==> src/hdl/rbns_pkg.sv <==
package rbns_pkg;

  localparam int unsigned NODES_DEF  = 9;
  localparam int unsigned WINDOW_DEF = 8;

  localparam int unsigned NODE_W = 4;
  localparam int unsigned RSSI_W = 8;
  localparam int unsigned CFG_IDX_W = 2;

  localparam logic [CFG_IDX_W-1:0] CFG_MIN_RSSI      = 2'd0;
  localparam logic [CFG_IDX_W-1:0] CFG_FALLBACK_NODE = 2'd1;

  localparam logic [RSSI_W-1:0] MIN_RSSI_RST      = 8'h80;
  localparam logic [NODE_W-1:0] FALLBACK_NODE_RST = 4'd1;

  typedef struct packed {
    logic latch_in;
    logic upd;
    logic scan_init;
    logic scan_next;
    logic div_start;
    logic div_step;
    logic cmp;
    logic out_load;
  } cmd_t;

  typedef struct packed {
    logic node_ok;
    logic qual;
    logic last;
    logic div_last;
    logic out_free;
  } status_t;

endpackage

==> src/hdl/rbns_ram.sv <==
module rbns_ram #(
  parameter int unsigned WIDTH = 8,
  parameter int unsigned DEPTH = 72
) (
  input  logic                     clk_i,
  input  logic                     we_i,
  input  logic [$clog2(DEPTH)-1:0] waddr_i,
  input  logic [WIDTH-1:0]         wdata_i,
  input  logic [$clog2(DEPTH)-1:0] raddr_i,
  output logic [WIDTH-1:0]         rdata_o
);

  logic [WIDTH-1:0] mem_q [DEPTH];
  logic [WIDTH-1:0] rdata_q;

  always_ff @(posedge clk_i) begin
    if (we_i) begin
      mem_q[waddr_i] <= wdata_i;
    end
    rdata_q <= mem_q[raddr_i];
  end

  assign rdata_o = rdata_q;

endmodule

==> src/hdl/rbns_ctrl.sv <==
module rbns_ctrl (
  input  logic             clk_i,
  input  logic             rst_ni,
  input  logic             in_valid_i,
  output logic             in_ready_o,
  input  rbns_pkg::status_t stat_i,
  output rbns_pkg::cmd_t   cmd_o
);
  import rbns_pkg::*;

  localparam logic [2:0] ST_IDLE = 3'd0;
  localparam logic [2:0] ST_RD   = 3'd1;
  localparam logic [2:0] ST_UPD  = 3'd2;
  localparam logic [2:0] ST_SCAN = 3'd3;
  localparam logic [2:0] ST_DIV  = 3'd4;
  localparam logic [2:0] ST_CMP  = 3'd5;
  localparam logic [2:0] ST_FIN  = 3'd6;

  logic [2:0] state_q, state_d;

  always_comb begin
    cmd_o   = '0;
    state_d = state_q;
    unique case (state_q)
      ST_IDLE: begin
        if (in_valid_i) begin
          cmd_o.latch_in = 1'b1;
          state_d = ST_RD;
        end
      end
      ST_RD: begin
        cmd_o.scan_init = 1'b1;
        state_d = stat_i.node_ok ? ST_UPD : ST_SCAN;
      end
      ST_UPD: begin
        cmd_o.upd = 1'b1;
        state_d = ST_SCAN;
      end
      ST_SCAN: begin
        if (stat_i.qual) begin
          cmd_o.div_start = 1'b1;
          state_d = ST_DIV;
        end else if (stat_i.last) begin
          state_d = ST_FIN;
        end else begin
          cmd_o.scan_next = 1'b1;
        end
      end
      ST_DIV: begin
        cmd_o.div_step = 1'b1;
        if (stat_i.div_last) state_d = ST_CMP;
      end
      ST_CMP: begin
        cmd_o.cmp = 1'b1;
        if (stat_i.last) begin
          state_d = ST_FIN;
        end else begin
          cmd_o.scan_next = 1'b1;
          state_d = ST_SCAN;
        end
      end
      ST_FIN: begin
        if (stat_i.out_free) begin
          cmd_o.out_load = 1'b1;
          state_d = ST_IDLE;
        end
      end
      default: state_d = ST_IDLE;
    endcase
  end

  always_ff @(posedge clk_i or negedge rst_ni) begin
    if (!rst_ni) state_q <= ST_IDLE;
    else         state_q <= state_d;
  end

  assign in_ready_o = (state_q == ST_IDLE);

endmodule

==> src/hdl/rbns_datapath.sv <==
module rbns_datapath #(
  parameter int unsigned NODES  = rbns_pkg::NODES_DEF,
  parameter int unsigned WINDOW = rbns_pkg::WINDOW_DEF
) (
  input  logic                             clk_i,
  input  logic                             rst_ni,
  input  rbns_pkg::cmd_t                   cmd_i,
  output rbns_pkg::status_t                stat_o,
  input  logic [rbns_pkg::NODE_W-1:0]      node_index_i,
  input  logic signed [rbns_pkg::RSSI_W-1:0] strength_i,
  input  logic                             cfg_valid_i,
  input  logic [rbns_pkg::CFG_IDX_W-1:0]   cfg_index_i,
  input  logic [rbns_pkg::RSSI_W-1:0]      cfg_data_i,
  output logic                             out_valid_o,
  input  logic                             out_ready_i,
  output logic [rbns_pkg::NODE_W-1:0]      best_node_o,
  output logic signed [rbns_pkg::RSSI_W-1:0] best_mean_o,
  output logic                             found_o
);
  import rbns_pkg::*;

  localparam int unsigned NW  = $clog2(NODES);
  localparam int unsigned CW  = $clog2(WINDOW + 1);
  localparam int unsigned HW  = (WINDOW > 1) ? $clog2(WINDOW) : 1;
  localparam int unsigned SW  = RSSI_W + $clog2(WINDOW);
  localparam int unsigned DW  = $clog2(SW);
  localparam int unsigned DEP = NODES * WINDOW;
  localparam int unsigned AW  = $clog2(DEP);
  localparam logic [AW-1:0] WIN_A = AW'(WINDOW);
  localparam logic [CW-1:0] WIN_C = CW'(WINDOW);
  localparam logic [HW-1:0] HEAD_LAST = HW'(WINDOW - 1);

  logic [NODE_W-1:0]        node_q;
  logic signed [RSSI_W-1:0] str_q;
  logic [RSSI_W-1:0]        min_rssi_q;
  logic [NODE_W-1:0]        fallback_q;

  logic signed [SW-1:0] sum_q  [NODES];
  logic [CW-1:0]        cnt_q  [NODES];
  logic [HW-1:0]        head_q [NODES];
  logic [CW-1:0]        age_q  [NODES];

  logic [NW-1:0]            idx_q;
  logic signed [RSSI_W-1:0] best_q;
  logic [NODE_W-1:0]        bnode_q;
  logic                     found_q;

  logic [CW-1:0] rem_q;
  logic [SW-1:0] quo_q;
  logic [DW-1:0] dcnt_q;
  logic          neg_q;

  logic                     out_valid_q;
  logic [NODE_W-1:0]        out_node_q;
  logic signed [RSSI_W-1:0] out_mean_q;
  logic                     out_found_q;

  logic [NW-1:0]        nidx;
  logic                 node_ok;
  logic [AW-1:0]        addr;
  logic signed [RSSI_W-1:0] old_s;
  logic signed [SW-1:0] sum_sel;
  logic [SW-1:0]        sum_mag;
  logic [CW:0]          rem_sh;
  logic                 ge;
  logic [CW:0]          rem_sub;
  logic [SW-1:0]        mean_w;
  logic signed [RSSI_W-1:0] mean;

  assign node_ok = ({1'b0, node_q} < (NODE_W + 1)'(NODES));
  assign nidx    = node_q[NW-1:0];
  assign addr    = node_ok ? (AW'(nidx) * WIN_A + AW'(head_q[nidx])) : '0;

  rbns_ram #(.WIDTH(RSSI_W), .DEPTH(DEP)) u_ram (
    .clk_i   (clk_i),
    .we_i    (cmd_i.upd),
    .waddr_i (addr),
    .wdata_i (str_q),
    .raddr_i (addr),
    .rdata_o (old_s)
  );

  // divider: restoring, one quotient bit per cycle on magnitudes
  assign sum_sel = sum_q[idx_q];
  assign sum_mag = sum_sel[SW-1] ? SW'(-sum_sel) : SW'(sum_sel);
  assign rem_sh  = {rem_q, quo_q[SW-1]};
  assign ge      = (rem_sh >= {1'b0, cnt_q[idx_q]});
  assign rem_sub = rem_sh - {1'b0, cnt_q[idx_q]};
  assign mean_w  = neg_q ? SW'(-quo_q) : quo_q;
  assign mean    = mean_w[RSSI_W-1:0];

  always_ff @(posedge clk_i) begin
    if (cmd_i.latch_in) begin
      node_q <= node_index_i;
      str_q  <= strength_i;
    end
    if (cmd_i.div_start) begin
      rem_q  <= '0;
      quo_q  <= sum_mag;
      dcnt_q <= DW'(SW - 1);
      neg_q  <= sum_sel[SW-1];
    end else if (cmd_i.div_step) begin
      rem_q  <= ge ? rem_sub[CW-1:0] : rem_sh[CW-1:0];
      quo_q  <= {quo_q[SW-2:0], ge};
      dcnt_q <= dcnt_q - 1'b1;
    end
    if (cmd_i.out_load) begin
      out_node_q  <= bnode_q;
      out_mean_q  <= best_q;
      out_found_q <= found_q;
    end
    if (cmd_i.scan_init) begin
      idx_q   <= '0;
      best_q  <= min_rssi_q;
      bnode_q <= fallback_q;
      found_q <= 1'b0;
    end else begin
      if (cmd_i.cmp && (mean > best_q)) begin
        best_q  <= mean;
        bnode_q <= NODE_W'(idx_q);
        found_q <= 1'b1;
      end
      if (cmd_i.scan_next) idx_q <= idx_q + 1'b1;
    end
  end

  always_ff @(posedge clk_i or negedge rst_ni) begin
    if (!rst_ni) begin
      min_rssi_q  <= MIN_RSSI_RST;
      fallback_q  <= FALLBACK_NODE_RST;
      out_valid_q <= 1'b0;
      for (int i = 0; i < NODES; i++) begin
        sum_q[i]  <= '0;
        cnt_q[i]  <= '0;
        head_q[i] <= '0;
        age_q[i]  <= '0;
      end
    end else begin
      if (cfg_valid_i) begin
        unique case (cfg_index_i)
          CFG_MIN_RSSI:      min_rssi_q <= cfg_data_i;
          CFG_FALLBACK_NODE: fallback_q <= cfg_data_i[NODE_W-1:0];
          default: ;
        endcase
      end
      if (cmd_i.out_load)                  out_valid_q <= 1'b1;
      else if (out_ready_i)                out_valid_q <= 1'b0;
      if (cmd_i.upd) begin
        for (int i = 0; i < NODES; i++) begin
          if (NW'(i) == nidx)     age_q[i] <= WIN_C;
          else if (age_q[i] != '0) age_q[i] <= age_q[i] - 1'b1;
        end
        // full window drops the oldest word, which sits at the head slot
        sum_q[nidx]  <= sum_q[nidx] + SW'(str_q)
                        - ((cnt_q[nidx] == WIN_C) ? SW'(old_s) : '0);
        head_q[nidx] <= (head_q[nidx] == HEAD_LAST) ? '0 : head_q[nidx] + 1'b1;
        if (cnt_q[nidx] != WIN_C) cnt_q[nidx] <= cnt_q[nidx] + 1'b1;
      end
    end
  end

  assign stat_o.node_ok  = node_ok;
  assign stat_o.qual     = (cnt_q[idx_q] != '0) && (age_q[idx_q] != '0);
  assign stat_o.last     = (idx_q == NW'(NODES - 1));
  assign stat_o.div_last = (dcnt_q == '0);
  assign stat_o.out_free = !out_valid_q || out_ready_i;

  assign out_valid_o = out_valid_q;
  assign best_node_o = out_node_q;
  assign best_mean_o = out_mean_q;
  assign found_o     = out_found_q;

endmodule

==> src/hdl/rssi_best_node_selector_unit.sv <==
// channel  | direction | handshake               | payload
// in       | input     | in_valid_i / in_ready_o | node_index_i, strength_i
// out      | output    | out_valid_o/out_ready_i | best_node_o, best_mean_o, found_o
// cfg      | input     | cfg_valid_i/cfg_ready_o | cfg_index_i, cfg_data_i
//
// one word at a time: the window of a node in range is read and updated, then each
// node is scanned in turn and every live node goes through the shared serial divider,
// then the result is loaded into the output register once that register is free.
// reset clears all counts, ages and window sums; no sweep is needed.
// a stalled output holds the finished word while the next input is taken.
module rssi_best_node_selector_unit #(
  parameter int unsigned NODES  = rbns_pkg::NODES_DEF,
  parameter int unsigned WINDOW = rbns_pkg::WINDOW_DEF
) (
  input  logic                               clk_i,
  input  logic                               rst_ni,
  input  logic                               in_valid_i,
  output logic                               in_ready_o,
  input  logic [rbns_pkg::NODE_W-1:0]        node_index_i,
  input  logic signed [rbns_pkg::RSSI_W-1:0] strength_i,
  output logic                               out_valid_o,
  input  logic                               out_ready_i,
  output logic [rbns_pkg::NODE_W-1:0]        best_node_o,
  output logic signed [rbns_pkg::RSSI_W-1:0] best_mean_o,
  output logic                               found_o,
  input  logic                               cfg_valid_i,
  output logic                               cfg_ready_o,
  input  logic [rbns_pkg::CFG_IDX_W-1:0]     cfg_index_i,
  input  logic [rbns_pkg::RSSI_W-1:0]        cfg_data_i
);
  import rbns_pkg::*;

  cmd_t    cmd;
  status_t stat;

  assign cfg_ready_o = 1'b1;

  rbns_ctrl u_ctrl (
    .clk_i      (clk_i),
    .rst_ni     (rst_ni),
    .in_valid_i (in_valid_i),
    .in_ready_o (in_ready_o),
    .stat_i     (stat),
    .cmd_o      (cmd)
  );

  rbns_datapath #(.NODES(NODES), .WINDOW(WINDOW)) u_dp (
    .clk_i        (clk_i),
    .rst_ni       (rst_ni),
    .cmd_i        (cmd),
    .stat_o       (stat),
    .node_index_i (node_index_i),
    .strength_i   (strength_i),
    .cfg_valid_i  (cfg_valid_i),
    .cfg_index_i  (cfg_index_i),
    .cfg_data_i   (cfg_data_i),
    .out_valid_o  (out_valid_o),
    .out_ready_i  (out_ready_i),
    .best_node_o  (best_node_o),
    .best_mean_o  (best_mean_o),
    .found_o      (found_o)
  );

endmodule
==> config.mk <==
export PLATFORM = sky130hd
export DESIGN_NAME = rssi_best_node_selector_unit
export DESIGN_NICKNAME = d
export VERILOG_FILES = /design/src/hdl/rbns_pkg.sv /design/src/hdl/rbns_ram.sv /design/src/hdl/rbns_ctrl.sv /design/src/hdl/rbns_datapath.sv /design/src/hdl/rssi_best_node_selector_unit.sv
export SDC_FILE = /design/constraint.sdc
export NUM_CORES = 1
export LEC_CHECK = 0
export BUFFER_PORTS_ARGS = -buffer_cell sky130_fd_sc_hd__clkbuf_2
export CORE_MARGIN = 8
export CORE_UTILIZATION = 59
export CTS_BUF_LIST = sky130_fd_sc_hd__clkbuf_16
export DETAILED_ROUTE_END_ITERATION = 6
export PLACE_DENSITY = 0.75
export SLEW_MARGIN = 0
export SYNTH_ARGS = -nofsm -noshare
export SYNTH_HDL_FRONTEND = slang
export SYNTH_SLANG_ARGS = --single-unit
==> constraint.sdc <==
create_clock -name clk_i -period 7.8 [get_ports clk_i]
set_input_delay 0.39 -clock clk_i [delete_from_list [all_inputs] [get_ports clk_i]]
set_output_delay 0.39 -clock clk_i [all_outputs]
set_load 0.005 [all_outputs]
==> results of run 1 <==
-- stage by stage --
stage,instance area (um^2),utilization
2_1_floorplan,37600,-
3_3_place_gp,38600,0.614
3_5_place_dp,38600,0.614
4_1_cts,41500,0.660
5_1_grt,41500,0.660
6_report,41600,0.660
-- registers in the layout (all words and copies together) (netlist names), 3 cells and up --
signal	cells
u_dp.quo_q	11
u_dp.age_q	36
u_dp.nidx	4
u_dp.rem_q	4
u_dp.u_ram.mem_q	576
u_ctrl.state_q	3
u_dp.best_q	8
u_dp.best_mean_o	8
u_dp.idx_q	4
u_dp.dcnt_q	4
u_dp.u_ram.rdata_o	8
u_dp.str_q	8
u_dp.bnode_q	4
u_dp.best_node_o	4
u_dp.sum_q	99
u_dp.head_q	27
u_dp.min_rssi_q	8
u_dp.cnt_q	36
u_dp.fallback_q	4
-- power breakdown --
part           leakage (nW)  internal (W)  switching (W)
Combinational          5.00       0.00144        0.00239
Sequential             8.57       0.00556       0.000427
Clock                  1.39       0.00227        0.00176
-- cells in the mapped netlist, types with 14 or more instances --
master,instances
mux2i_1,64
o21ai_0,209
a22o_1,14
nor2_1,158
and2_1,19
clkbuf_1,82
a22oi_1,48
xnor2_1,35
nor2b_1,21
a31oi_1,37
nand2_1,303
and3_1,19
nand3_1,45
nand2b_1,20
inv_1,64
mux2_2,131
a21oi_1,97
a32oi_1,15
ha_1,50
dfrtp_1,212
nor3_1,19
mux4_2,65
dfxtp_1,21
buf_2,51
a221oi_1,42
edfxtp_1,625
o211ai_1,19
a211oi_1,25
buf_1,16
-- kinds of logic after synthesis --
kind of cell,after synthesis
flip-flops,860
AND/OR/NAND/NOR,669
AO/OA/AOI/OAI,625
multiplexers,262
buffers and inverters,228
adder cells (fa/ha/maj),61
XOR/XNOR,44
other,1
-- routing by layer --
metal,wire length (um),share of wire
met1,38300,0.35
met2,51000,0.47
met3,12200,0.11
met4,7180,0.066
met5,0,0
-- worst max-delay path by stage --
stage	cells after the start	endpoint	from
2_1_floorplan	22	u_dp.sum_q[42]$_DFFE_PN0P_	u_dp.nidx[0]$_DFFE_PP_
3_3_place_gp	21	u_dp.sum_q[53]$_DFFE_PN0P_	u_dp.nidx[0]$_DFFE_PP_
3_5_place_dp	21	u_dp.sum_q[53]$_DFFE_PN0P_	u_dp.nidx[0]$_DFFE_PP_
4_1_cts	21	u_dp.sum_q[53]$_DFFE_PN0P_	u_dp.nidx[0]$_DFFE_PP_
5_1_grt	20	u_dp.sum_q[53]$_DFFE_PN0P_	u_dp.nidx[0]$_DFFE_PP_
6_report	12	u_dp.u_ram.rdata_o[1]$_DFF_P_	u_dp.nidx[3]$_DFFE_PP_
-- final cells by class --
cell class	instances	area (um^2)
Timing Repair Buffer	123	875
Tap cell	846	1060
Antenna cell	3	7.51
Fill cell	4393	21400
Multi-Input combinational cell	1662	12100
Sequential cell	860	24500
Clock buffer	87	2180
Inverter	68	265
Clock inverter	68	541
-- timing repair --
action                                  in CTS  in global routing
endpoints found under the setup margin       0                  0
endpoints found under the hold margin       89                  0
hold buffers                                18                  0
buffers inserted                             0                  0
==> metrics.txt, run 1 <==
Critical Path Source Type=flop; Synth cell types=94; setup TNS=0 ps; FF-to-FF path depth=12; Routability Congestion=0.925; GRT met2 Usage=0.487; Slew headroom=0.150; ANT nets after route=0; CTS tree=yes; CP delay by family, top=simple AND/OR/NAND/NOR gates; crit path max fanout=71; largest vdd supply drop=0.225 mV; CP Cell Sequence=nor4b_4 > nand2_1 > a211o_2 > buf_4 > inv_8 > nand3_1 > nor2_1 > buf_4 > a221oi_1 > a311oi_1 > a31oi_1 > o211ai_1; reported leakage power=15.0 nW; Pwr per Cell Area=333 nW/um^2; hold endpoint=u_dp.fallback_q[0]$_DFFE_PN1P_; met3 track demand over resource=0.0683; Compound-Gate Fraction of Synth Area=0.111; grt peak-use layer=met2; Longest Clk Path Bufs=3; xor/xnor share of the synthesized area=0.0103; most common cell after layout, fill and taps aside=edfxtp_1; GR Util met1=0.373; DP Worst Slack=1430 ps; Hold Vio Cnt, Final=0; fin crit share=0.857; Critical R2R Capture=u_dp.u_ram.rdata_o[1]$_DFF_P_; first-pass GRT wire length=160000 um; Warnings, synthesis=0; fmax=0.150 GHz; total chip power=0.0138 W; final-report setup violation count=0; Clock transition at path regs=60 ps; Die W=268 um; Synth Area in Adders=0.0225; Seq/Total Area, Yosys=0.653; placed cells=3541; Synth top area share=0.500; Area growth, synth to finish=10.6%; cell area after synthesis=37600 um^2; Hold Worst Slack=16.5 ps; Seq cells post-synth=860; Critical Path Max Stage Delay=1070 ps; initial core utilization=0.597; Syn Inst Count=2750; Area contributors post-synth=edfxtp_1, dfrtp_1, mux2_2; min cycle time layout=6680 ps; Post-Layout Cell Count=3717; # resized after CTS=0; CTS root buf=clkbuf_16; multiplexer share of the synthesized area=0.0960; Post-Syn Nets=2838; Hold Path Depth=2; Worst path slowest cell=edfxtp_1; I/O pin count=43; DR vias=25.2k; critical path required time=8380 ps; fraction of registers with async set/reset=0.249; Max Slew Vio Count=0; Total GRT Usage=0.300; most frequent cells in the layout=edfxtp_1, nand2_1, dfrtp_1, o21ai_0, nor2_1; CP endpoint kind=flop; Die H=268 um; NumNets Final=2890; Worst Skew=24.5 ps; initial antenna violation count=4; Critical Path AT=7260 ps; DIE AREA=72000 um^2; Post-Synth Simple-Gate Area=0.0809; Mean Syn Cell Area=13.7 um^2; status=finished, final reports clean; DR pass1 iterations=6; final worst setup slack=1120 ps; largest family of logic cells by synthesized area=compound AO/OA/AOI/OAI gates; WP buf/inv=3; Max Cap Viol=0; Top FF cell, synth=edfxtp_1; Worst Max-Slew Pin Slew=1270 ps; R2R Setup Slk=1120 ps; Most Frequent Cell on Critical Path=buf_4; worst hold path class=input pin to flop; # clock sinks=860; vias in the first global route=25.2k; worst skew pair latency=660 ps; Placeable Area=63000 um^2; Rows=92; TritonCTS Buffers=87; proportion of layout cells with a drive suffix above 1=0.158; port bufs=41; drt first-iter violations=3517; hold_sp=cfg_data_i[0]; half-perimeter wire length after placement=65900 um; DRT Wirelength=109000 um; H-tree Lvls=3; Post-synth EDFFs=625; Crit Path Category=flop to flop; total gr overflow=0; Routed WL per cell=29.2 um; largest area contributor in the netlist=edfxtp_1; RSZ-0062 raised after global routing=false; largest net degree at the start of global routing=77; DRC viols=0; reg2reg start=u_dp.nidx[3]$_DFFE_PP_; Via density=6.78
Power figures use the tool's default switching activity.
==> run 2, diff against run 1 <==
- CORE_MARGIN: 8 -> 2
- CORE_UTILIZATION: 59 -> 42
- PLACE_DENSITY: 0.75 -> not set
==> run 2 against run 1 <==
Compared with the run above:
- die area increased by 28%
- register-to-register slack improved by 1100 ps
- total power increased by 1.4%
- highest routed layer is now met5
==> metrics.txt, run 2 (synthesis results as in run 1) <==
status=finished, final reports clean (unchanged); Max Cap Viol=0 (unchanged); total gr overflow=0 (unchanged); proportion of layout cells with a drive suffix above 1=0.163 (was 0.158); max reg flops=576 (unchanged); Longest Clk Path Bufs=3 (unchanged); Hold-fix buffers, CTS=19 (was 18); largest net degree at the start of global routing=99 (was 77); fill count=7608 (was 4393); Most Frequent Cell on Critical Path=buf_4 (unchanged); DRC viols=0 (unchanged); fin crit share=0.717 (was 0.857); setup TNS=0 ps (unchanged); NumNets Final=2903 (was 2890); Critical Path Max Stage Delay=810 ps (was 1070 ps); critical path required time=8350 ps (was 8380 ps); biggest regs=u_dp.u_ram.mem_q (576), u_dp.sum_q (99) (unchanged); CTS root buf=clkbuf_16 (unchanged); Pwr per Cell Area=332 nW/um^2 (was 333 nW/um^2); Crit Path Category=flop to flop (unchanged); CP endpoint kind=flop (unchanged); grt peak-use layer=met2 (unchanged); Total GRT Usage=0.244 (was 0.300); fmax=0.179 GHz (was 0.150 GHz); DR pass1 iterations=6 (unchanged); CP Cell Sequence=buf_4 > nor4b_4 > nand2_1 > a211o_2 > inv_8 > nand3_1 > nor2_1 > buf_4 > a22oi_1 > a31oi_1 > nor3_1 > a211oi_1 (was nor4b_4 > nand2_1 > a211o_2 > buf_4 > inv_8 > nand3_1 > nor2_1 > buf_4 > a221oi_1 > a311oi_1 > a31oi_1 > o211ai_1); # clock sinks=860 (unchanged); vias in the first global route=25.0k (was 25.2k); half-perimeter wire length after placement=68300 um (was 65900 um); GRT met2 Usage=0.397 (was 0.487); # resized after CTS=0 (unchanged); Ant. Diodes=0 (was 3); Area growth, synth to finish=12.4% (was 10.6%); Worst Max-Slew Pin Slew=1260 ps (was 1270 ps); total chip power=0.0140 W (was 0.0138 W); DIE AREA=91900 um^2 (was 72000 um^2); drt first-iter violations=2857 (was 3517); initial antenna violation count=2 (was 4); ANT nets after route=0 (unchanged); Register Area=24500 um^2 (about the same); Worst Skew=39.5 ps (was 24.5 ps); I/O pin count=43 (unchanged); CP delay by family, top=simple AND/OR/NAND/NOR gates (unchanged); DR vias=24.9k (was 25.2k); largest vdd supply drop=0.201 mV (was 0.225 mV); most common cell after layout, fill and taps aside=edfxtp_1 (unchanged); area of the multi-input gates=12100 um^2 (about the same); Die H=303 um (was 268 um); largest register by flop count=u_dp.u_ram.mem_q (unchanged); Routed WL per cell=27.6 um (was 29.2 um); postcts setup bufs=0 (unchanged); worst skew pair latency=680 ps (was 660 ps); Routability Congestion=0.861 (was 0.925); worst hold path class=input pin to flop (unchanged); met3 track demand over resource=0.0529 (was 0.0683); Die W=303 um (was 268 um); reported leakage power=15.2 nW (was 15.0 nW); most frequent cells in the layout=edfxtp_1, nand2_1, dfrtp_1, o21ai_0, nor2_1 (unchanged); TritonCTS Buffers=92 (was 87); RSZ-0062 raised after global routing=false (unchanged); Worst path slowest cell=nand3_1 (was edfxtp_1); Critical Path AT=6140 ps (was 7260 ps); port bufs=41 (unchanged); WP buf/inv=3 (unchanged); Via density=6.14 (was 6.78); min cycle time layout=5590 ps (was 6680 ps); H-tree Lvls=3 (unchanged); Hold Vio Cnt, Final=0 (unchanged); Placeable Area=88500 um^2 (was 63000 um^2); GR Util met1=0.322 (was 0.373); crit path max fanout=52 (was 71); DRT Wirelength=112000 um (was 109000 um); first-pass GRT wire length=165000 um (was 160000 um); Slew headroom=0.156 (was 0.150); Max Slew Vio Count=0 (unchanged); final-report setup violation count=0 (unchanged); Rows=109 (was 92); Clock transition at path regs=60 ps (about the same); Critical Path Source Type=flop (unchanged); initial core utilization=0.424 (was 0.597); CTS tree=yes (unchanged)
## run 2: metal layers
layer | up-vias | wire [um]
met2 | 1326 | 52900
met4 | 2 | 4300
li1 | 10615 | -
met3 | 280 | 10600
met1 | 12689 | 44300
met5 | - | 11
## run 2: cell type report
| cell class | count | share of cell area |
|---|---|---|
| repair buffers | 131 | 0.0222 |
| clock buffers | 92 | 0.0545 |
| clock inverters | 77 | 0.0147 |
| well taps | 1165 | 0.0345 |
| flip-flops and latches | 860 | 0.581 |
| inverters | 68 | 0.00628 |
| multi-input cells | 1662 | 0.286 |
## run 2: path summary, 6_finish.rpt
path                                                  to                       from  slack, ps  depth (start not counted)
max reg2reg                u_dp.u_ram.rdata_o[7]$_DFF_P_     u_dp.nidx[3]$_DFFE_PP_       2210                         12
max                        u_dp.u_ram.rdata_o[7]$_DFF_P_     u_dp.nidx[3]$_DFFE_PP_       2210                         12
min reg2reg                       u_dp.found_o$_DFFE_PP_  u_dp.found_q$_SDFFE_PP0P_        420                          0
max in group asynchronous     u_dp.sum_q[93]$_DFFE_PN0P_                     rst_ni       5320                          4
min in group asynchronous     u_dp.age_q[26]$_DFFE_PN0P_                     rst_ni        370                          2
min                               u_dp.nidx[0]$_DFFE_PP_            node_index_i[0]         20                          1
## run 2: per-stage QoR
stage	area [um^2]	util	std cells	worst slack [ps]	hold slack, ps
finish	42200	0.477	4055	2210	20.6
global route	42200	0.477	4055	1770	11.1
CTS	42200	0.477	4055	2240	5.24
detailed placement	39100	0.442	3867	2220	413
floorplan	37600	-	2750	2460	94.4
global placement	39100	0.442	3867	2330	406
## run 2: report_power, final
part / switching, W / internal, W / leakage, nW
clock network: 0.00184 / 0.00239 / 1.56
registers: 0.000415 / 0.00556 / 8.57
logic: 0.00238 / 0.00144 / 5.04
total: 0.00464 / 0.00939 / 15.2
